**src/design/swm_pkg.sv**
```systemverilog
// Shared constants and types for the sliding window maximum block.
package swm_pkg;

	localparam int WINDOW_MAX   = 64;
	localparam int SAMPLE_WIDTH = 16;
	localparam int CNT_W        = $clog2(WINDOW_MAX + 1);

	typedef struct packed {
		logic                    valid;
		logic [SAMPLE_WIDTH-1:0] value;
		logic [CNT_W-1:0]        age;
	} entry_t;

	typedef struct packed {
		logic                    step;
		logic                    shift;
		logic                    purge;
		logic                    last;
		logic [SAMPLE_WIDTH-1:0] sample;
		logic [CNT_W-1:0]        k;
	} ctl_t;

	typedef struct packed {
		logic [SAMPLE_WIDTH-1:0] window_max;
		logic                    out_last;
	} res_t;

endpackage

```
**src/design/swm_out_if.sv**
```systemverilog
// Result request channel: valid, ready and one window maximum with its sequence marker.
interface swm_out_if;
	import swm_pkg::*;

	logic                           valid;
	logic                           ready;
	logic signed [SAMPLE_WIDTH-1:0] window_max;
	logic                           out_last;

	modport source (output valid, output window_max, output out_last, input ready);
	modport sink (input valid, input window_max, input out_last, output ready);
endinterface

```
**src/design/swm_obuf.sv**
```systemverilog
// Result buffer: output register plus one skid entry.
module swm_obuf (
	input  logic          clk,
	input  logic          arst_n,
	input  logic          push,
	input  swm_pkg::res_t din,
	output logic          full,
	swm_out_if.source     out_ch
);
	import swm_pkg::*;

	res_t main_q;
	res_t skid_q;
	logic main_v_q;
	logic skid_v_q;
	logic main_free;

	assign main_free         = !main_v_q || out_ch.ready;
	assign full              = skid_v_q;
	assign out_ch.valid      = main_v_q;
	assign out_ch.window_max = main_q.window_max;
	assign out_ch.out_last   = main_q.out_last;

	always_ff @(posedge clk or negedge arst_n) begin
		if (!arst_n) begin
			main_v_q <= 1'b0;
			skid_v_q <= 1'b0;
		end else if (main_free) begin
			main_v_q <= skid_v_q || push;
			skid_v_q <= skid_v_q && push;
		end else if (push) begin
			skid_v_q <= 1'b1;
		end
	end

	always_ff @(posedge clk) begin
		if (main_free) begin
			main_q <= skid_v_q ? skid_q : din;
			if (push) begin
				skid_q <= din;
			end
		end else if (push) begin
			skid_q <= din;
		end
	end

`ifndef ASSERT_OFF
	a_skid_behind_main: assert property (@(posedge clk) disable iff (!arst_n)
		skid_v_q |-> main_v_q)
		else $error("skid entry held while output register empty");
	a_push_room: assert property (@(posedge clk) disable iff (!arst_n)
		push |-> !skid_v_q)
		else $error("result pushed into a full buffer");
	a_push_to_skid: assert property (@(posedge clk) disable iff (!arst_n)
		push && main_v_q && !out_ch.ready |=> skid_v_q)
		else $error("result lost while output stalled");
`endif

endmodule

```
**src/flat_wrapper.sv**
```systemverilog
// flat-port wrapper written by rule: the top's interface ports become plain ports
module swm_obuf_flat import swm_pkg::*;
  (clk, arst_n, push, din, full, out_ch_valid, out_ch_window_max, out_ch_out_last, out_ch_ready);
  swm_out_if out_ch_i ();
  input  logic clk;
  input  logic arst_n;
  input  logic push;
  input  swm_pkg::res_t din;
  output logic full;
  output wire logic [$bits(out_ch_i.valid)-1:0] out_ch_valid;
  output wire logic [$bits(out_ch_i.window_max)-1:0] out_ch_window_max;
  output wire logic [$bits(out_ch_i.out_last)-1:0] out_ch_out_last;
  input wire logic [$bits(out_ch_i.ready)-1:0] out_ch_ready;
  assign out_ch_valid = out_ch_i.valid;
  assign out_ch_window_max = out_ch_i.window_max;
  assign out_ch_out_last = out_ch_i.out_last;
  assign out_ch_i.ready = out_ch_ready;
  swm_obuf u_core (.clk(clk), .arst_n(arst_n), .push(push), .din(din), .full(full), .out_ch(out_ch_i));
endmodule
```
**config.mk**
```make
export PLATFORM = sky130hd
export DESIGN_NAME = swm_obuf_flat
export DESIGN_NICKNAME = d
export VERILOG_FILES = /design/src/design/swm_pkg.sv /design/src/design/swm_out_if.sv /design/src/design/swm_obuf.sv /design/src/flat_wrapper.sv
export SDC_FILE = /design/constraint.sdc
export NUM_CORES = 1
export LEC_CHECK = 0
export BUFFER_PORTS_ARGS = -buffer_cell sky130_fd_sc_hd__buf_2
export CELL_PAD_IN_SITES_DETAIL_PLACEMENT = 1
export CELL_PAD_IN_SITES_GLOBAL_PLACEMENT = 1
export CORE_AREA = 5 5 51 76
export CTS_CLUSTER_SIZE = 16
export DETAILED_ROUTE_END_ITERATION = 12
export DIE_AREA = 0 0 56 81
export MAX_ROUTING_LAYER = met4
export PLACE_DENSITY_LB_ADDON = 0.12
export REMOVE_ABC_BUFFERS = 1
export SLEW_MARGIN = 20
export SYNTH_ARGS = -nofsm -noshare
export SYNTH_HDL_FRONTEND = slang
export SYNTH_SLANG_ARGS = --single-unit
```
**constraint.sdc**
```tcl
create_clock -name clk -period 3.2 [get_ports clk]
set_input_delay 0.16 -clock clk [delete_from_list [all_inputs] [get_ports clk]]
set_output_delay 0.16 -clock clk [all_outputs]
set_load 0.01 [all_outputs]
```
# ---- Yosys cells after proc, flatten, opt, wreduce, memory -nomap -nowiden
# Cells that the tools add are included.
# Widths: inputs -> output; s select.
dict set report totals {
  regBits 36
  output_inout_bits 19
}
dict set report op_classes {
  muxes 3
  reduce_logical 5
}
# op n
set op_table {}
lappend op_table {{$mux 17} 1}
lappend op_table {{$logic_or 1x1->1} 2}
lappend op_table {{$mux 1} 2}
lappend op_table {{$reduce_bool 2->1} 1}
lappend op_table {{$logic_and 1x1->1} 1}
lappend op_table {{$logic_not 1->1} 1}

# ---- Logic depth before layout (Yosys ltp)
dict set report depth {
  ltp_word 3
  mapped_depth 3
  mapped_depth_nobuf 2
}

# ---- Worst setup path before layout
# Ideal clock, no wire load.
dict set report synth_timing {
  path_kind {reg2reg}
  startpoint {reg u_core.main_v_q (netlist: u_core.out_ch.valid)}
  endpoint {reg u_core.main_q (netlist bit u_core.out_ch.out_last), enable pin}
  arrival_ns 0.904
  required_ns 2.831
  path_slack_ns 1.928
  path_stages_with_launch 3
  n_path_buf 0
  period_less_slack_ns 1.272
  path_cell_list {dfrtp_1 nor2b_1 inv_1}
}
dict set report synth_via {
  elab_chain_len 2
}
# item line
set synth_lines {}
lappend synth_lines {{start: declaration} swm_obuf.sv:14} ;# logic main_v_q;
lappend synth_lines {{start signal: assignment} swm_obuf.sv:29} ;# main_v_q <= skid_v_q || push;
lappend synth_lines {{$logic_not 1->1} swm_obuf.sv:18} ;# assign main_free = !main_v_q || out_ch.ready;
lappend synth_lines {{$logic_or 1x1->1} swm_obuf.sv:18}
lappend synth_lines {{net u_core.main_free} swm_obuf.sv:16} ;# logic main_free;
lappend synth_lines {{end signal: assignment} swm_obuf.sv:38} ;# main_q <= skid_v_q ? skid_q : din;
lappend synth_lines {{end: declaration} swm_obuf.sv:12} ;# res_t main_q;
# The timed path passes the listed nets, and every way through them passes these cells.
# A chain may end at the register's enable or synchronous reset.

# ---- Worst setup path in the final report
dict set report layout_timing {
  startpoint {reg u_core.skid_v_q (netlist: u_core.full)}
  endpoint {out full}
}
# item line
set layout_lines {}
lappend layout_lines {{start: declaration} swm_obuf.sv:15} ;# logic skid_v_q;
lappend layout_lines {{start signal: assignment} swm_obuf.sv:30} ;# skid_v_q <= skid_v_q && push;
lappend layout_lines {{end: declaration} flat_wrapper.sv:9} ;# output logic full;
# No word-level cell between the ends.

==> flow_summary.json <==
{
  "io-pin-count": 40,
  "dieArea_sq_mm": 0.00454,
  "antennaDiodeCount": 0,
  "syn2layout_area_growth_pct": 23.9,
  "num_rows": 25,
  "die_x_microns": 56,
  "maxCapViolCount": 0,
  "clockBufferDepth": 2,
  "grt_max_degree": 21,
  "crit_arrival_ns": 1.49,
  "fin_crit_ns": 1.65,
  "post_cts_buffers": 0,
  "cp_top_family": "flip-flops",
  "synth_cell_type_count": 10,
  "h-tree-depth": 2,
  "cp_cell_sequence": "buf_2",
  "whs_ns": 0.0723,
  "core_area_sq_mm": 0.00310,
  "drtPass1Iterations": 4,
  "seq_area_frac_synth_pct": 79.0,
  "slowest_delay_ns": 0.95,
  "clock_latency_ns": 0.27,
  "cp_max_fo": 20,
  "crit_slowest_cell": "dfrtp_1",
  "start_kind": "flip-flop",
  "ys_seq_elements": 36,
  "gp_congestion": 0.619,
  "clk_pin_slew_worst_paths_ns": 0.07,
  "ir_drop_uv": 439,
  "ctsResizeCount": 0,
  "vias": 690,
  "routed_via_density": 4.76,
  "clock-sinks": 36,
  "setup.worst_path.end_class": "output port",
  "critical_path_required_ns": 3.04,
  "drive_above_1_share_pct": 61.0,
  "final_cell_mix": "39 x buf_2, 34 x edfxtp_1, 9 x mux2_4",
  "hold_path_class": "in2reg",
  "syn_area_per_cell_sq_um": 23.0,
  "worst_pin_slew_ns": 0.922,
  "ant_nets": 0,
  "antenna_found_initial": 0,
  "fmax_ghz": 0.604,
  "skew_ns": 0.00540,
  "slew_viol_final": 0,
  "fp.dieH_microns": 81,
  "cts_root_buf": "clkbuf_8",
  "final_common_cell": "buf_2",
  "grt_pass1_vias": 764,
  "maxSlewHeadroom_pct": 38.5,
  "timing.final.crit_share_pct": 51.7,
  "port_buffers": 39,
  "final_util_pct": 54.2,
  "grt_pass1_wl_mm": 3.52,
  "critPathBufInv": 1,
  "cts_buffers": 5,
  "first_iter_violations": 21,
  "drc": 0,
  "mappedNetlistArea_sq_mm": 0.00136,
  "rsz0062_at_grt": "false",
  "critical_path_class": "reg2out",
  "wl_per_cell_microns": 14.9,
  "grt_overflow_total": 0,
  "routed_wl_mm": 2.17,
  "start_util_pct": 43.8,
  "cts_tree": "yes",
  "p_leak_nw": 0.679,
  "p_per_area_mw_per_mm2": 626,
  "yosys_warnings": 0,
  "status": "finished clean",
  "final_nets": 125,
  "nFillCells": 307,
  "hold_viol_final": 0,
  "grt_usage_pct": 10.8,
  "syn-instance-count": 59,
  "setup_tns_ns": 0,
  "dpl.hpwl_mm": 1.54,
  "setup_viol": 0
}
[cells in the mapped netlist (all sizes together)]
| cell | n | area share, % |
|---|---|---|
| dfrtp | 2 | 3.7 |
| maj3 | 1 | 0.83 |
| inv | 1 | 0.28 |
| or3 | 1 | 0.46 |
| mux2 | 17 | 17 |
| edfxtp | 34 | 75 |
| nor2b | 1 | 0.46 |
| buf | 2 | 2.3 |
[final cells by class]
class | count | area [sq um] | share of cell area (%)
Tap cell | 40 | 50.0 | 2.98
Multi-Input combinational cell | 20 | 249 | 14.8
Timing Repair Buffer | 40 | 205 | 12.2
Sequential cell | 36 | 1070 | 63.8
Clock buffer | 8 | 100 | 5.96
Inverter | 1 | 3.75 | 0.224
[metrics by stage]
step | std cells | worst slack, ns | area [sq um] | total power, W
after floorplan | 57 | 1.71 | 1320 | 0.000668
after global placement | 136 | 1.58 | 1570 | 0.000722
after detailed placement | 136 | 1.55 | 1570 | 0.000728
after CTS | 145 | 1.50 | 1680 | 0.00107
after global routing | 145 | 1.42 | 1680 | 0.00111
final | 145 | 1.55 | 1680 | 0.00105
[sequential cells by signal, summed over array words and instances (netlist names)]
name	count
u_core.skid_q	17
u_core.out_ch.window_max	16
u_core.full	1
u_core.out_ch.out_last	1
u_core.out_ch.valid	1
[logic make-up after synthesis]
| group | share of synthesized area [%] |
|---|---|
| and+or+nand+nor | 0.924 |
| DFF | 79.0 |
| adders and majority gates | 0.831 |
| buffers and inverters | 2.59 |
| muxes | 16.6 |
[what timing repair did]
| item | in CTS | in global routing |
|---|---|---|
| endpoints found under the hold margin | 2 | 0 |
| hold buffers | 1 | 0 |
| endpoints found under the setup margin | 0 | 0 |
[layer usage]
metal	vias to the layer above	wire length, microns	track usage, %
met5	-	0	-
met4	0	33	4.99
met3	4	154	4.61
met2	27	1130	17.2
met1	340	848	11.7
li1	319	-	-
[where the power goes]
part	total, W	leakage [nW]	internal [W]	switching, W
sequential	0.000597	0.358	0.000572	0.0000243
combinational	0.000117	0.270	0.0000677	0.0000498
clock	0.000338	0.0515	0.000196	0.000142
total	0.00105	0.679	0.000836	0.000216
[worst paths after layout]
path | startpoint | to | slack (ns) | cells after the start
min | din[8] | u_core.skid_q[8]$_DFFE_PP_ | 0.07 | 1
min in group asynchronous | arst_n | u_core.out_ch.valid$_DFFE_PN0P_ | 0.19 | 2
max reg2reg | u_core.full$_DFFE_PN0P_ | u_core.out_ch.window_max[0]$_DFFE_PP_ | 1.58 | 1
min reg2reg | u_core.skid_q[13]$_DFFE_PP_ | u_core.out_ch.window_max[12]$_DFFE_PP_ | 0.55 | 1
max in group asynchronous | arst_n | u_core.full$_DFFE_PN0P_ | 2.92 | 2
max | u_core.full$_DFFE_PN0P_ | full | 1.55 | 1
(Power assumes the default switching activity.)
