[config.mk]
export PLATFORM = sky130hd
export DESIGN_NAME = swm_cell
export DESIGN_NICKNAME = d
export VERILOG_FILES = /design/src/design/swm_pkg.sv /design/src/design/swm_cell.sv
export SDC_FILE = /design/constraint.sdc
export NUM_CORES = 1
export LEC_CHECK = 0
export BUFFER_PORTS_ARGS = -buffer_cell sky130_fd_sc_hd__buf_2
export CORE_ASPECT_RATIO = 0.5
export CORE_UTILIZATION = 40
export DETAILED_ROUTE_END_ITERATION = 6
export MAX_ROUTING_LAYER = met4
export PLACE_DENSITY = 0.78
export SYNTH_ARGS = -nofsm -noshare
export SYNTH_HDL_FRONTEND = slang
export SYNTH_SLANG_ARGS = --single-unit
[constraint.sdc]
create_clock -name clk -period 4.3 [get_ports clk]
set_input_delay 0.86 -clock clk [delete_from_list [all_inputs] [get_ports clk]]
set_output_delay 0.86 -clock clk [all_outputs]
set_load 0.03 [all_outputs]
[src/design/swm_pkg.sv]
// Shared constants and types for the sliding window maximum block.
package swm_pkg;

	localparam int WINDOW_MAX   = 64;
	localparam int SAMPLE_WIDTH = 16;
	localparam int CNT_W        = $clog2(WINDOW_MAX + 1);

	typedef struct packed {
		logic                    valid;
		logic [SAMPLE_WIDTH-1:0] value;
		logic [CNT_W-1:0]        age;
	} entry_t;

	typedef struct packed {
		logic                    step;
		logic                    shift;
		logic                    purge;
		logic                    last;
		logic [SAMPLE_WIDTH-1:0] sample;
		logic [CNT_W-1:0]        k;
	} ctl_t;

	typedef struct packed {
		logic [SAMPLE_WIDTH-1:0] window_max;
		logic                    out_last;
	} res_t;

endpackage

[src/design/swm_cell.sv]
// One deque cell: holds a candidate, filters it against the new sample and takes its neighbor's.
module swm_cell (
	input  logic           clk,
	input  logic           arst_n,
	input  swm_pkg::ctl_t  ctl,
	input  logic           head,
	input  logic           prev_keep,
	input  swm_pkg::entry_t nb_ent,
	input  logic           nb_keep,
	output swm_pkg::entry_t ent,
	output logic           keep,
	output swm_pkg::entry_t upd
);
	import swm_pkg::*;

	logic                    valid_q;
	logic [SAMPLE_WIDTH-1:0] value_q;
	logic [CNT_W-1:0]        age_q;
	entry_t src;
	logic   src_keep;
	logic   src_prev;

	assign ent  = '{valid: valid_q, value: value_q, age: age_q};
	assign keep = valid_q && ($signed(value_q) > $signed(ctl.sample))
		&& (age_q < ctl.k);

	always_comb begin
		src      = ctl.shift ? nb_ent : ent;
		src_keep = ctl.shift ? nb_keep : keep;
		src_prev = ctl.shift ? (keep || head) : prev_keep;
		if (src_keep) begin
			upd = '{valid: 1'b1, value: src.value, age: src.age + CNT_W'(1)};
		end else if (src_prev) begin
			upd = '{valid: 1'b1, value: ctl.sample, age: CNT_W'(1)};
		end else begin
			upd = '{valid: 1'b0, value: src.value, age: src.age};
		end
	end

	always_ff @(posedge clk or negedge arst_n) begin
		if (!arst_n) begin
			valid_q <= 1'b0;
		end else if (ctl.purge) begin
			valid_q <= nb_ent.valid;
		end else if (ctl.step) begin
			valid_q <= upd.valid && !ctl.last;
		end
	end

	always_ff @(posedge clk) begin
		if (ctl.purge) begin
			value_q <= nb_ent.value;
			age_q   <= nb_ent.age;
		end else if (ctl.step) begin
			value_q <= upd.value;
			age_q   <= upd.age;
		end
	end

endmodule

* Word level (Yosys, flattened, before mapping)
Index checks and enable logic that the tools add are counted.
** Storage, ports and cells
- Input bits :: 56
- Bits in registers :: 24
- Latch bits :: 0
- Memories kept :: 0
- Bits in read-only memories :: 0
- Logic and storage cells :: 23
- Memory bits (writable) :: 0
** Cells by class
- Mux-type cells :: 11
- Add/sub/neg operators :: 1
- $mul :: 0
- Div/mod/pow operators :: 0
- Equality and inequality tests :: 0
- Reduce and logical (&&, ||, !) cells :: 6
- Magnitude comparators :: 2
- Shift operators :: 0
- Bitwise operators :: 0
** Operators by type and width (count)
- $mux W24 :: 2
- $mux W16 :: 2
- $mux W23 :: 1
- $gt A16 B16 Y1 :: 1
- $mux W7 :: 2
- $add A7 B1 Y7 const B :: 1
- $lt A7 B7 Y1 :: 1
- $mux W1 :: 4
- $logic_and A1 B1 Y1 :: 3
- $reduce_bool A2 Y1 :: 1
- $logic_not A1 Y1 :: 1
- $logic_or A1 B1 Y1 :: 1

* Depth between registers and ports, before layout
Gate-level depths: netlist of run 1.
- Depth after elaboration :: 10
- Gate-level depth with buffers :: 12

* Worst setup path before layout of run 1
OpenSTA, ideal clock, no wires.
- Kind :: in2out
- Start :: input port ctl[22] (netlist bit)
- End :: output port upd[5] (netlist bit)
- Path slack :: -0.279 ns
- Required time :: 3.440 ns
- Stages on the path :: 10
- Arrival :: 3.719 ns
- Path buffers :: 1
- Cells stage by stage :: inv_1 > ha_1 > nand4_2 > nor4_2 > a221oi_2 > a211o_4 > inv_2 > a32oi_1 > buf_2 > o41ai_1
** RTL lines
- start: declaration :: line swm_cell.sv:5 : input swm_pkg::ctl_t ctl,
- end: declaration :: line swm_cell.sv:12 : output swm_pkg::entry_t upd

==> results.py, run 1 <==
metrics = {
    "floorplanning": {
        "core_sq_mm": 0.00618,
        "io_pins": 105,
        "rows": 20,
        "start_util_pct": 42.1,
        "die_area_sq_mm": 0.00686,
        "die_h_microns": 59.1,
        "die_w_microns": 116,
    },
    "global_route": {
        "antenna_found_initial": 0,
        "grt_pass1_wl_mm": 10.9,
        "grt_usage_pct": 20.6,
        "grt-ovfl-total": 0,
        "grt_start_max_net_pins": 51,
        "grt_pass1_vias": 2298,
    },
    "place": {
        "dpl.hpwl_mm": 5.25,
        "io_buffers": 104,
        "gp_congestion": 0.791,
    },
    "route": {
        "drc_errors": 0,
        "vias": 2652,
        "wl_mm": 7.39,
        "vias_per_cell": 5.47,
        "ant_nets": 0,
        "wl_per_cell_microns": 15.2,
        "first_iter_violations": 150,
        "firstDrtPassIters": 4,
    },
    "synthesis": {
        "syn_inst": 295,
        "synth_xor_area_share_pct": 0.672,
        "ys_seq_elements": 24,
        "synth-simple-area-share_pct": 14.7,
        "ys_warn_count": 0,
        "synth_edf_count": 23,
        "synthTopCellsByArea": "edfxtp_1 27%, ha_1 11%, mux2i_1 7.3%",
        "synth_top_family_by_area": "compound AO/OA/AOI/OAI gates",
        "netlist.top_cell.by_area": "edfxtp_1",
        "muxShareOfSynthArea_pct": 8.60,
        "synth.avg_cell_area_sq_um": 8.83,
        "synthArstFlopShare_pct": 4.17,
        "syn_area_sq_mm": 0.00260,
        "synthFlopType": "edfxtp_1",
        "synth_fa_ha_area_share_pct": 11.0,
        "synth-compound-area-share_pct": 28.8,
        "synth_top_area_share_pct": 26.5,
        "syn_nets": 374,
        "yosysUniqueCellTypes": 53,
        "ys_seq_area_share_pct": 27.5,
    },
    "timing": {
        "finalHoldViolCount": 0,
        "relSlewSlack_pct": 51.2,
        "worst_slew_pin_slew_ns": 0.732,
        "hold_slack_ns": 0.354,
        "setup-violations-final": 0,
        "fmax_mhz": 235,
        "fin_crit_ns": 4.25,
        "fin_crit_sh_pct": 98.9,
        "finClkSkew_ns": 0.00554,
        "slew_viol_final": 0,
    },
    "worst_setup_path": {
        "crit_required_ns": 3.44,
        "r2r.worst_path.cells": 11,
        "cp.buffers_inverters": 6,
        "path_max_fanout": 25,
        "worstPathArrival_ns": 3.39,
        "worst_setup_path_start_kind": "input port",
        "r2r_end": "value_q[13]",
        "path_cells": "buf_2 -> inv_1 -> ha_1 -> nand4_4 -> nor4_4 -> a221oi_2 -> buf_4 -> a2111oi_4 -> a211oi_4 -> buf_4 -> clkbuf_16 -> a21oi_1 -> buf_2",
        "crit_type": "input port to output pin",
        "end_kind": "output pin",
        "cp_top_family": "buffers and inverters",
        "worst_path_largest_cell_delay_ns": 0.46,
        "rr_startpoint": "value_q[13]",
        "worst-path-stages": 13,
        "critPathSlowestCell": "a2111oi_4",
        "ff2ff_setup_slack_ns": 0.99,
    },
    "clock_network": {
        "clock_latency_ns": 0.27,
        "clockBufferDepth": 2,
        "clk_pin_slew_ns": 0.07,
        "cts_made_buffers": 3,
        "cts.sinks": 24,
        "cts-htree-levels": 1,
        "cts_tree": "built",
        "cts-root-buf": "clkbuf_16",
    },
    "cells_and_area": {
        "area_delta_synth_final_pct": 31.8,
        "final_common_cell": "buf_2",
        "fill_cells": 577,
        "insertedDiodeCount": 0,
        "final_util_pct": 55.6,
        "drive_gt1_share_pct": 35.8,
        "mostFrequentLayoutCells": "102 x buf_2, 30 x inv_1, 27 x a21oi_1",
        "fin_nets": 477,
    },
    "flow_run": {
        "max_cap_violations": 0,
    },
    "min_path": {
        "hp-class": "input port to async pin",
    },
    "power_and_ir_drop": {
        "p_leak_nw": 1.64,
        "p_per_area_mw_per_mm2": 333,
        "peakVddDrop_mv": 0.238,
    },
    "outcome": {
        "status": "finished clean",
    },
}
==> where the power goes <==
part,total (W),internal (W),switching (W)
combinational,0.000541,0.000201,0.000340
clock,0.000281,0.000186,0.0000952
sequential,0.000321,0.000292,0.0000287
==> cell usage after synthesis, types with 2 or more instances <==
master / n
a21o_1: 3
a32o_1: 2
nand3_1: 3
o2111ai_1: 4
buf_2: 6
and2_1: 3
buf_4: 4
nor2_1: 24
nor3_1: 4
or3_1: 4
buf_6: 2
a2bb2oi_1: 15
a211o_1: 3
edfxtp_1: 23
clkbuf_1: 7
a31oi_1: 3
nand4_1: 3
mux2_2: 3
o22ai_1: 17
nand2_1: 18
inv_1: 30
ha_1: 23
and3_1: 2
a2111oi_4: 2
nand2b_1: 3
a21oi_1: 27
mux2i_1: 19
o211ai_1: 2
o31ai_1: 3
nor2b_1: 6
o21ai_0: 5
==> kinds of logic (layout without fill, tap and decap cells) <==
kind of cell    count (synthesis)  after routing
compound gates                 98             98
xor+xnor                        2              2
fa+ha+maj                      23             23
buf+inv                        50            152
flops                          24             24
mux                            22             22
simple gates                   76             76
==> what timing repair did <==
item,in CTS,in global routing
pin swaps,1,2
setup endpoints to repair,17,20
buffers inserted,2,2
hold buffers,0,0
resized for setup,1,9
cloned,0,1
==> routing by layer <==
layer,GRT usage [%],routed length [microns],up-vias
met5,-,0,-
met4,1.28,0,0
met3,2.76,495,0
met2,34.8,3580,103
met1,27.8,3310,1236
li1,-,-,1313
==> through the flow <==
stage                     power, W  TNS [ns]  instance area, sq um  std cells  setup slack [ns]
final                      0.00114         0                  3430        485            0.0477
after CTS                  0.00112         0                  3330        482            0.0134
after global routing       0.00120    -0.673                  3430        485           -0.0804
after floorplan           0.000687         0                  2610        295            0.0414
after detailed placement  0.000833    -0.320                  3210        476           -0.0552
after global placement    0.000824         0                  3210        476            0.0284
==> layout make-up <==
cell class,count,area (sq um),area share (%)
Clock buffer,3,75.1,2.19
Clock inverter,1,30.0,0.874
Inverter,31,116,3.39
Multi-Input combinational cell,221,1730,50.4
Sequential cell,24,716,20.8
Tap cell,88,110,3.21
Timing Repair Buffer,117,657,19.1
==> worst max path at each step <==
stage	startpoint	endpoint	slack [ns]
after floorplan	ctl[22]	upd[6]	0.04
after global placement	ctl[22]	upd[3]	0.03
after detailed placement	ctl[22]	upd[3]	-0.06
after CTS	ctl[22]	upd[3]	0.01
after global routing	ctl[21]	upd[21]	-0.08
final	ctl[20]	upd[18]	0.05
==> registers in the layout (all words and copies together), names as in the netlist <==
register,count
age_q,7
value_q,16
valid_q,1
Note: power is estimated with default switching activity, not from simulation.
==> run 2, diff against run 1 <==
--- a/config.mk
+++ b/config.mk
@@ -9,7 +9,6 @@
 export CORE_ASPECT_RATIO = 0.5
 export CORE_UTILIZATION = 40
 export DETAILED_ROUTE_END_ITERATION = 6
-export MAX_ROUTING_LAYER = met4
 export PLACE_DENSITY = 0.78
 export SYNTH_ARGS = -nofsm -noshare
 export SYNTH_HDL_FRONTEND = slang
==> run 2 against run 1 <==
Effect of this change:
- non-clock buffer count did not move
- clock power hardly changed
- critical endpoint unchanged
- sequential share of layout area stayed put
- die area did not move
- utilization unchanged
- global-route usage down 0.63 points
- first-iteration DRC count is 24% lower
- combinational power is essentially flat
- wire length down 0.12%
==> results.py, run 2 (synthesis gave the netlist of run 1 again) <==
metrics = {
    "timing": {
        "fmax_mhz": 236,
        "fin_crit_sh_pct": 98.7,
        "finalHoldViolCount": 0,
        "final.setup.tns_ns": 0,
        "setup-violations-final": 0,
        "setup_ws_ns": 0.0559,
        "hold_slack_ns": 0.353,
        "slew_viol_final": 0,
        "fin_crit_ns": 4.24,
        "finClkSkew_ns": 0.00354,
        "relSlewSlack_pct": 51.2,
        "worst_slew_pin_slew_ns": 0.731,
    },
    "worst_setup_path": {
        "r2r.worst_path.cells": 11,
        "ff2ff_setup_slack_ns": 1.00,
        "worst_path_largest_cell_delay_ns": 0.45,
        "crit_required_ns": 3.44,
        "worst_setup_path_start_kind": "input port",
        "worst-path-stages": 13,
        "path_cells": "buf_2 -> inv_1 -> ha_1 -> nand4_4 -> nor4_4 -> a221oi_2 -> buf_4 -> a2111oi_4 -> a211oi_4 -> buf_4 -> clkbuf_16 -> a21oi_1 -> buf_2",
        "cp_top_family": "buffers and inverters",
        "worstPathArrival_ns": 3.38,
        "cp.buffers_inverters": 6,
        "end_kind": "output pin",
        "path_max_fanout": 25,
        "crit_type": "input port to output pin",
        "critPathSlowestCell": "a2111oi_4",
    },
    "place": {
        "io_buffers": 104,
        "place_inst": 476,
        "dpl.hpwl_mm": 5.25,
        "gp_congestion": 0.780,
        "pre_cts_slack_ns": -0.0552,
    },
    "route": {
        "wl_mm": 7.38,
        "vias_per_cell": 5.48,
        "wl_per_cell_microns": 15.2,
        "firstDrtPassIters": 4,
        "vias": 2656,
        "ant_nets": 0,
        "drc_errors": 0,
        "first_iter_violations": 114,
    },
    "cells_and_area": {
        "largest_registers": "value_q: 16 flops, age_q: 7 flops, valid_q: 1 flops",
        "fin_nets": 477,
        "fin_cells": 485,
        "regMostFlops": "value_q",
        "regArea_sq_um": 716,
        "final_util_pct": 55.6,
        "mostFrequentLayoutCells": "102 x buf_2, 30 x inv_1, 27 x a21oi_1",
        "drive_gt1_share_pct": 35.8,
        "final_common_cell": "buf_2",
        "fill_cells": 577,
        "largest_reg_flops": 16,
        "area_delta_synth_final_pct": 31.8,
        "multi_input_area_sq_mm": 0.00173,
        "insertedDiodeCount": 0,
    },
    "global_route": {
        "antenna_found_initial": 0,
        "grt-ovfl-total": 0,
        "grt_pass1_vias": 2298,
        "grt_usage_pct": 20.0,
        "grt_start_max_net_pins": 51,
        "grt_pass1_wl_mm": 10.9,
    },
    "clock_network": {
        "cts_hold_buf": 0,
        "cts_made_buffers": 3,
        "cts_tree": "built",
        "clockBufferDepth": 2,
        "cts-htree-levels": 1,
        "clk_pin_slew_ns": 0.07,
        "clock_latency_ns": 0.27,
        "cts.sinks": 24,
        "cts-root-buf": "clkbuf_16",
    },
    "floorplanning": {
        "start_util_pct": 42.1,
        "io_pins": 105,
        "die_h_microns": 59.1,
        "rows": 20,
        "core_sq_mm": 0.00618,
        "die_area_sq_mm": 0.00686,
        "die_w_microns": 116,
    },
    "power_and_ir_drop": {
        "pwr-share-seq_pct": 28.1,
        "switching_share_pct": 40.6,
        "intPower_w": 0.000678,
        "p_switching_w": 0.000463,
        "p_per_area_mw_per_mm2": 332,
        "p_leak_nw": 1.64,
        "power_frac_clock_pct": 24.5,
        "combPwrFrac_pct": 47.4,
        "peakVddDrop_mv": 0.239,
    },
    "flow_run": {
        "max_cap_violations": 0,
    },
    "min_path": {
        "hp-class": "input port to async pin",
    },
    "outcome": {
        "status": "finished clean",
    },
}
-- run 2: what timing repair did --
action                     CTS  global route
pin swaps                    1             2
setup endpoints to repair   17            20
gates cloned                 0             1
resized for setup            1             9
setup buffers                2             2
-- run 2: area by class of cell --
cell class,instances,area share [%]
multi-input combinational,221,50.4
sequential,24,20.8
timing repair buffer,117,19.1
inverter,31,3.39
tap,88,3.21
clock buffer,3,2.19
clock inverter,1,0.874
-- run 2: layer usage --
layer | GRT usage (%) | vias to the layer above | wire, microns
li1 | - | 1320 | -
met1 | 27.8 | 1232 | 3360
met2 | 34.8 | 97 | 3510
met3 | 2.76 | 7 | 473
met4 | 1.28 | 0 | 35
met5 | 0 | - | 0
-- run 2: final timing paths --
path | from | end
min in group clk | valid_q | valid_q
hold / removal | arst_n | valid_q
max in group asynchronous | arst_n | valid_q
setup reg to reg | value_q[14] | value_q[13]
hold reg to reg | valid_q | valid_q
setup / recovery | ctl[21] | upd[18]
-- run 2: power by group through the flow --
| stage | Sequential [W] | Combinational [W] | Clock [W] |
|---|---|---|---|
| floorplan | 0.000371 | 0.000316 | 0 |
| global placement | 0.000324 | 0.000500 | 0 |
| detailed placement | 0.000325 | 0.000507 | 0 |
| CTS | 0.000320 | 0.000514 | 0.000282 |
| global route | 0.000325 | 0.000584 | 0.000289 |
| finish | 0.000320 | 0.000541 | 0.000280 |
-- run 2: through the flow --
step | power (W) | instance area, sq um
6_report | 0.00114 | 3430
5_1_grt | 0.00120 | 3430
4_1_cts | 0.00112 | 3330
3_5_place_dp | 0.000833 | 3210
3_3_place_gp | 0.000824 | 3210
2_1_floorplan | 0.000687 | 2610
-- run 2: worst reg2reg max path, cell delays in order (launching register included) --
cell and delay [ns]:
edfxtp_1 0.44, ha_1 0.37, nand4_4 0.16, nor4_4 0.32, a221oi_2 0.12, buf_4 0.16
a2111oi_4 0.45, buf_4 0.20, a2111oi_4 0.05, nor2_2 0.39, buf_4 0.26, a2bb2oi_1 0.20
